`src/hw/rtl/cnnact_pkg.sv`:
```
package cnnact_pkg;

    typedef enum logic [2:0] {
        ACT_NONE     = 3'd0,
        ACT_LOGISTIC = 3'd1,
        ACT_RAMP     = 3'd2,
        ACT_LEAKY    = 3'd3,
        ACT_RELU     = 3'd4
    } act_mode_t;

    typedef struct packed {
        logic signed [15:0] sample_in;
        logic               last_in;
    } in_t;

    typedef struct packed {
        logic signed [15:0] sample_out;
        logic               last_out;
    } out_t;

    // 0.1 in Q0.16, rounded to nearest
    localparam logic signed [31:0] TENTH_NUM = 32'sd6554;
    localparam logic signed [31:0] TENTH_RND = 32'sd32768;

    localparam int ROM_W    = 17;   // sigmoid table entry, Q0.16 up to 1.0
    localparam int FRAC_W   = 11;   // interpolation fraction bits
    localparam logic [8:0] LOGISTIC_ONE = 9'd256;

    // Shift-subtract division, only ever evaluated at elaboration for the table
    function automatic logic [63:0] udiv64(input logic [63:0] num, input logic [63:0] den);
        logic [63:0] q;
        logic [64:0] r;
        q = '0;
        r = '0;
        for (int b = 63; b >= 0; b--)
        begin
            r = {r[63:0], num[b]};
            if (r >= {1'b0, den})
            begin
                r    = r - {1'b0, den};
                q[b] = 1'b1;
            end
        end
        return q;
    endfunction

    // e^-(8*i/depth) in Q2.30: series for i/(2*depth), then squared four times
    function automatic logic [63:0] exp_neg_q30(input logic [63:0] i, input logic [63:0] depth);
        logic [63:0] y;
        logic [63:0] term;
        logic [63:0] plus;
        logic [63:0] minus;
        logic [63:0] e;
        y     = udiv64(i << 30, depth << 1);
        term  = 64'd1 << 30;
        plus  = term;
        minus = '0;
        for (int n = 1; n <= 24; n++)
        begin
            term = udiv64((term * y) >> 30, 64'(n));
            if (n[0])
            begin
                minus = minus + term;
            end
            else
            begin
                plus = plus + term;
            end
        end
        e = (plus > minus) ? plus - minus : 64'd0;
        for (int k = 0; k < 4; k++)
        begin
            e = (e * e + (64'd1 << 29)) >> 30;
        end
        return e;
    endfunction

    // sigmoid(8*i/depth) in Q0.16, rounded to nearest
    function automatic logic [ROM_W-1:0] sigmoid_entry(input logic [63:0] i,
                                                        input logic [63:0] depth);
        logic [63:0] den;
        logic [63:0] q;
        den = (64'd1 << 30) + exp_neg_q30(i, depth);
        q   = udiv64((64'd1 << 46) + (den >> 1), den);
        return q[ROM_W-1:0];
    endfunction

endpackage

```
`src/hw/rtl/cnnact_shape.sv`:
```
module cnnact_shape (
    input  logic signed [15:0]     sample,
    input  cnnact_pkg::act_mode_t  mode,
    input  logic signed [15:0]     sigmoid,
    output logic signed [15:0]     activated
);

    logic signed [31:0] scaled;
    logic signed [15:0] tenth;
    logic               positive;
    logic signed [16:0] ramp_sum;
    logic signed [15:0] ramp;

    always_comb
    begin
        // floor((x*6554 + 32768) / 65536); ties go up
        scaled   = 32'(sample) * cnnact_pkg::TENTH_NUM + cnnact_pkg::TENTH_RND;
        tenth    = scaled[31:16];
        positive = !sample[15] && (sample != 16'sd0);
        ramp_sum = (positive ? {sample[15], sample} : 17'sd0) + {tenth[15], tenth};
        if (ramp_sum > 17'sd32767)
        begin
            ramp = 16'sh7FFF;
        end
        else if (ramp_sum < -17'sd32768)
        begin
            ramp = 16'sh8000;
        end
        else
        begin
            ramp = ramp_sum[15:0];
        end

        unique case (mode)
            cnnact_pkg::ACT_LOGISTIC: activated = sigmoid;
            cnnact_pkg::ACT_RAMP:     activated = ramp;
            cnnact_pkg::ACT_LEAKY:    activated = positive ? sample : tenth;
            cnnact_pkg::ACT_RELU:     activated = positive ? sample : 16'sd0;
            default:                  activated = sample;
        endcase
    end

endmodule

```
`config.mk`:
```
export PLATFORM = sky130hd
export DESIGN_NAME = cnnact_shape
export DESIGN_NICKNAME = d
export VERILOG_FILES = /design/src/hw/rtl/cnnact_pkg.sv /design/src/hw/rtl/cnnact_shape.sv
export SDC_FILE = /design/constraint.sdc
export NUM_CORES = 1
export LEC_CHECK = 0
export BUFFER_PORTS_ARGS = -buffer_cell sky130_fd_sc_hd__buf_2
export CORE_AREA = 2 2 98 100
export DETAILED_ROUTE_END_ITERATION = 10
export DIE_AREA = 0 0 100 102
export GPL_TIMING_DRIVEN = 0
export PLACE_DENSITY = 0.83
export SETUP_SLACK_MARGIN = 0.02
export SYNTH_ARGS = -nofsm -noshare
export SYNTH_HDL_FRONTEND = slang
export SYNTH_SLANG_ARGS = --single-unit
```
`constraint.sdc`:
```
create_clock -name vclk -period 9.05
set_input_delay 0 -clock vclk [all_inputs]
set_output_delay 0 -clock vclk [all_outputs]
set_load 0.01 [all_outputs]
```
# Word-level counts from Yosys, hierarchy flattened
# Cells that the tools add are included.
# classes
n_mux	6
magnitude_cmp	2
n_bitwise	0
eq_ne	4
div_mod_pow	0
n_mul	1
add_sub_neg	2
reduce_logical	3
shift	0
# ops
cell	n
16-bit 2-to-1 mux	4
16-bit one-hot mux with 4 select lines	1
30-bit by 17-bit adder with 31-bit output, second input constant	1
16-bit by 13-bit multiplier with 29-bit output, second input constant	1
17-bit adder	1
17-bit by 16-bit greater-than comparator with 1-bit output, second input constant	1
17-bit by 16-bit < comparator with 1-bit output, second input constant	1
17-bit 2-to-1 mux	1
16-bit nonzero test	1
3-bit by 2-bit == test with 1-bit output, second input constant	2
3-bit by 1-bit == test with 1-bit output, second input constant	1
3-bit == test, second input constant	1
1-bit logical AND	1
1-bit zero test	1
# totals
reg_bits	0
mem_bits_ro	0
memories	0
latchBits	0
ramBits	0
output_inout_bits	16

# Longest topological paths before layout
# Gate-level depths: netlist (run 1).
# logic_depth
word_depth	8
mapped_depth	33
ltp_nobuf	31

# Least setup slack after synthesis (run 1)
# No wires, ideal clock.
# synth_timing
kind	input-to-output
start	input sample[15]
end	output activated[8]
stages	30
setup_slack_ns	1.594
arrival_time_ns	7.456
path_cell_list	clkbuf_1 buf_1 inv_1 ha_1 xor2_1 xnor2_1 ha_1 fa_1 inv_1 fa_1 inv_1 ha_1 nand2_1 o21ai_1 o21a_1 o221ai_1 a311oi_1 nand4_1 o41a_1 nor3_2 xnor2_1 ha_1 a21o_1 a21o_1 a21oi_1 o211ai_1 a311oi_1 clkbuf_1 o21ai_0 a32oi_1
# synth_between
elab_chain_len	8
word_cells_on_any_way	14
classes_between	add/sub: 2; mul: 1; order compare: 2; mux: 6; reduce/logical: 3
# synth_lines
element	line_no	rtl
start: declaration	cnnact_shape.sv:2	input logic signed [15:0] sample,
branches (longest 7 deep; another with 30-bit by 17-bit adder with 31-bit output)	n/a	
16-bit one-hot mux with 4 select lines (*)	cnnact_shape.sv:34	unique case (mode)
end: declaration	cnnact_shape.sv:5	output logic signed [15:0] activated
# Every way passes the cells marked *.

# Final worst setup path (run 1)
# Same ends and word-level chain as after synthesis.

==> reports/qor.yml, run 1 <==
antenna_cells: 0
relSlewSlack_pct: 59.35
seq_cell_count: 0
drt_iter0_markers: 597
routed_via_density: 6.352
synth_cell_types: 67
fmax_mhz: 116.4
grt_pass1_vias: 5388
yosysTopAreaCell: "ha_1"
status: "completed"
syn_inst: 726
antenna_found_initial: 0
grt_max_degree: 17
critPathLaunch: "sample[15]"
gp_congestion: 1.015
die_y_um: 102
finalNetCount: 979
core_area_um2: 9109
synth_area_leaders: "ha_1 (22%), fa_1 (22%), inv_1 (8.6%)"
final_hold_viol_count: 0
yosys_warnings: 0
seq_area_um2: 0
rsz0062_at_grt: "false"
worst_pin_slew_ps: 606.2
area_delta_synth_final_pct: 7.814
first_pass_iters: 7
die_w_um: 100
io_pins: 51
setup_viol: 0
postRouteWirelength_mm: 16.02
initial_core_util_pct: 62.76
hp-start: "sample[1]"
whs_path_depth: 4
syn_area_per_cell_um2: 7.874
fin_crit_sh_pct: 94.90
vias: 5653
grt_usage_pct: 31.59
dpl.hpwl_mm: 13.93
holdWs_ps: 455.9
drv_slew: 0
synth_fp_nets: 924
syn_area_um2: 5717
nClkBuffers: 0
cp.arrival_ps: 8590
drc: 0
hold_buffers: 0
wl_per_cell_um: 18.00
post-synth-top-count-cell: "inv_1"
critPathCaptureType: "output pin"
die_area_um2: 10200
max_stage_delay_ps: 560
period_needed_ps: 8589
rows: 35
cp_data_required_time_ps: 9050
yosysTopAreaCellShare_pct: 22.11
drv_cap: 0
synth.yosys.seq_area_share_pct: 0
synth_common_cells: "inv_1 (131), ha_1 (101), fa_1 (62)"
grt_first_pass_wirelength_mm: 26.13
crit_path_max_fanout: 16
grt_overflow: 0
min_path_type: "input pin to output pin"
port_buffers: 50
drive_above_1_share_pct: 10.91
ant_nets: 0
worst_setup_path_start_kind: "input pin"
slowest_stage: "fa_1"
crit_type: "input pin to output pin"
==> cell usage in the layout (no fill, tap or decap), drive strengths merged, types with 5 or more instances in the layout <==
master	n
nor3	31
clkbuf	11
nand3	22
xor2	17
nand2	55
xnor2	32
and3	7
a21oi	39
ha	101
nor2	36
buf	62
a211oi	5
and2	5
nand4	17
nor4	6
fa	62
inv	130
o21ai	27
a222oi	9
a21o	12
o211ai	7
a32oi	10
==> per-layer routing <==
metal  wire (um)  vias up  global-route usage (%)
met3        1188       35                   1.847
met5           0        -                       0
met4         400        0                   5.901
met1        6803     2706                   44.55
li1            -     2647                       -
met2        7625      265                   54.63
==> worst paths after layout <==
| check | slack, ps | to |
|---|---|---|
| min | 460 | activated[1] |
| max | 460 | activated[8] |
==> cell type report <==
| cell class | count | area (um^2) |
|---|---|---|
| timing repair buffer | 54 | 282.8 |
| tap | 111 | 138.9 |
| inverter | 131 | 495.5 |
| fill | 796 | 2945 |
| multi-input combinational | 575 | 5141 |
| buffer | 19 | 105.1 |
==> worst max-delay path: cells and delay by family <==
| kind | cells | cell delay [ps] |
|---|---|---|
| xor+xnor | 1 | 210 |
| simple gates | 6 | 1260 |
| compound gates | 9 | 2500 |
| mux | 1 | 280 |
| buf+inv | 10 | 1610 |
| fa+ha+maj | 6 | 2690 |
==> cell families (layout without fill, tap and decap cells) <==
kind of cell | Yosys count | after routing | synth area share (%)
compound gates | 154 | 154 | 19.09
xor+xnor | 49 | 49 | 7.507
fa+ha+maj | 163 | 163 | 43.82
buf+inv | 151 | 204 | 10.40
mux | 7 | 7 | 1.291
other cells | 1 | 1 | 0.06560
simple gates | 201 | 201 | 17.84
==> repair_timing <==
item	4_1_cts	5_1_grt
buffers inserted	0	4
pin swaps	0	1
gates resized for setup	4	7
setup endpoints to repair	15	14
gates cloned	0	0
==> per-stage QoR <==
| stage | std cells | setup WS (ps) | instance area [um^2] | TNS [ps] | util, % |
|---|---|---|---|---|---|
| 4_1_cts | 886 | 217.1 | 6117 | 0 | 67.16 |
| 3_3_place_gp | 887 | -657.5 | 6106 | -6002 | 67.03 |
| 3_5_place_dp | 887 | -828.1 | 6106 | -8168 | 67.03 |
| 5_1_grt | 890 | 111.2 | 6163 | 0 | 67.66 |
| 6_report | 890 | 461.2 | 6163 | 0 | 67.66 |
| 2_1_floorplan | 726 | 1594 | 5717 | 0 | - |
Power of run 1 is left out: the tool's default activity adds up to more than one toggle a clock period on the data nets, which glitch-free logic cannot reach.
==> inputs of run 2 (changes only) <==
--- a/config.mk
+++ b/config.mk
@@ -12,6 +12,7 @@
 export GPL_TIMING_DRIVEN = 0
 export PLACE_DENSITY = 0.83
 export SETUP_SLACK_MARGIN = 0.02
+export SKIP_LAST_GASP = 1
 export SYNTH_ARGS = -nofsm -noshare
 export SYNTH_HDL_FRONTEND = slang
 export SYNTH_SLANG_ARGS = --single-unit
==> constraint.sdc (replaced) <==
create_clock -name vclk -period 9.05
set_input_delay 1.81 -clock vclk [all_inputs]
set_output_delay 1.81 -clock vclk [all_outputs]
set_load 0.01 [all_outputs]
==> reports/qor.yml, run 2 (synthesis results as in run 1) <==
dpl.hpwl_mm: 14.39  # +3.3%
period_needed_ps: 11440  # +2850 ps
grt_first_pass_wirelength_mm: 33.55  # +28%
critPathCaptureType: "output pin"
rsz0062_at_grt: "true"
drive_above_1_share_pct: 37.04  # +26 points
drv_cap: 0  # unchanged
setup_viol: 16  # +16
grt_usage_pct: 41.93  # +10 points
die_area_um2: 10200  # unchanged
nClkBuffers: 0  # unchanged
antenna_cells: 0  # unchanged
crit_path_max_fanout: 10  # -6
final_hold_viol_count: 0  # unchanged
grt_overflow: 0  # unchanged
fin_crit_sh_pct: 126.4  # +31 points
grt_max_degree: 12  # -5
cp-endpoint: "activated[12]"
routed_via_density: 7.251  # +14%
seq_area_um2: 0  # unchanged
postRouteWirelength_mm: 25.45  # +59%
max_stage_delay_ps: 610  # +50 ps
slowest_stage: "fa_1"
core_area_um2: 9109  # unchanged
die_y_um: 102  # unchanged
gp_congestion: 1.009  # -0.59%
worst_setup_path_start_kind: "input pin"
grt_pass1_vias: 6575  # +22%
initial_core_util_pct: 62.76  # unchanged
final_cell_mix: "inv_1 (107), buf_4 (79), ha_1 (69)"
wl_per_cell_um: 26.10  # +45%
die_w_um: 100  # unchanged
first_pass_iters: 8  # +1
drv_slew: 0  # unchanged
fill_cells: 363  # -54%
dp_slack_ps: -2620  # -1792 ps
fmax_mhz: 87.42  # -25%
min_path_type: "input pin to output pin"
rows: 35  # unchanged
path_common_cell: "ha_4"
area_delta_synth_final_pct: 42.18
critPathLaunch: "sample[15]"
antenna_found_initial: 0  # unchanged
setup_tns_ps: -35360  # -35360 ps
worst_slack_ps: -2389  # -2850 ps
drt_iter0_markers: 759  # +27%
ant_nets: 0  # unchanged
relSlewSlack_pct: 52.58  # -6.8 points
finalNetCount: 1064  # +8.7%
worst_pin_slew_ps: 706.3  # +100.1 ps
port_buffers: 50  # unchanged
vias: 7070  # +25%
hold_buffers: 0  # unchanged
cp_data_required_time_ps: 7240  # -1810 ps
cp.arrival_ps: 9630  # +1040 ps
seq_cell_count: 0  # unchanged
final_common_cell: "inv_1"
post-route-util_pct: 89.23  # +22 points
io_pins: 51  # unchanged
status: "complete, but fails checks"
crit_type: "input pin to output pin"
violations: "negative setup slack"
drc: 0  # unchanged
## run 2: cell count changes in the layout (fill, tap and decap cells not counted), sizes merged
cell / delta
buf: +83
clkinvlp: +2
inv: -2
clkbuf: +1
o21ai: +1
## run 2: critical path, delay by kind of cell
family / cells / cell delay (ps)
adders and majority gates: 6 / 2390
and+or+nand+nor: 9 / 1630
AOI/OAI and AO/OA: 7 / 1620
buffers and inverters: 11 / 1530
xor gates and xnor gates: 3 / 610
## run 2: routing by layer
layer | track usage [%] | share of wire (%) | up-vias
met5 | 0 | 0 | -
met4 | 20.02 | 11 | 0
met3 | 6.498 | 11 | 264
met2 | 73.91 | 45 | 679
met1 | 50.47 | 33 | 3296
li1 | - | - | 2831
## run 2: worst min-delay path by stage
| stage | start | to | slack [ps] | cells past startpoint |
|---|---|---|---|---|
| finish | sample[1] | activated[1] | 4010 | 4 |
| global route | sample[2] | activated[2] | 4020 | 4 |
| CTS | sample[2] | activated[2] | 4000 | 4 |
| detailed placement | sample[1] | activated[1] | 4060 | 4 |
| global placement | sample[1] | activated[1] | 4060 | 4 |
| floorplan | sample[1] | activated[1] | 3750 | 2 |
## run 2: repair_timing
action,CTS,global route
setup endpoints to repair,16,16
resized for setup,136,72
buffers inserted,63,22
endpoints found under the hold margin,0,0
gates cloned,1,2
pin swaps,62,48
## run 2: cell type report
type | instances | area, um^2 | share of cell area (%)
multi-input cells | 576 | 6242 | 76.80
well taps | 111 | 138.9 | 1.709
repair buffers | 137 | 1052 | 12.95
plain buffers | 20 | 178.9 | 2.201
inverters | 131 | 515.5 | 6.342
## run 2: stage by stage
| step | instances | instance area, um^2 | hold slack (ps) |
|---|---|---|---|
| 2_1_floorplan | 726 | 6090 | 3746 |
| 3_3_place_gp | 887 | 6479 | 4064 |
| 3_5_place_dp | 887 | 6479 | 4064 |
| 4_1_cts | 951 | 7577 | 4001 |
| 5_1_grt | 975 | 8128 | 4018 |
| 6_report | 975 | 8128 | 4013 |
Power of run 2 is left out for the same reason.
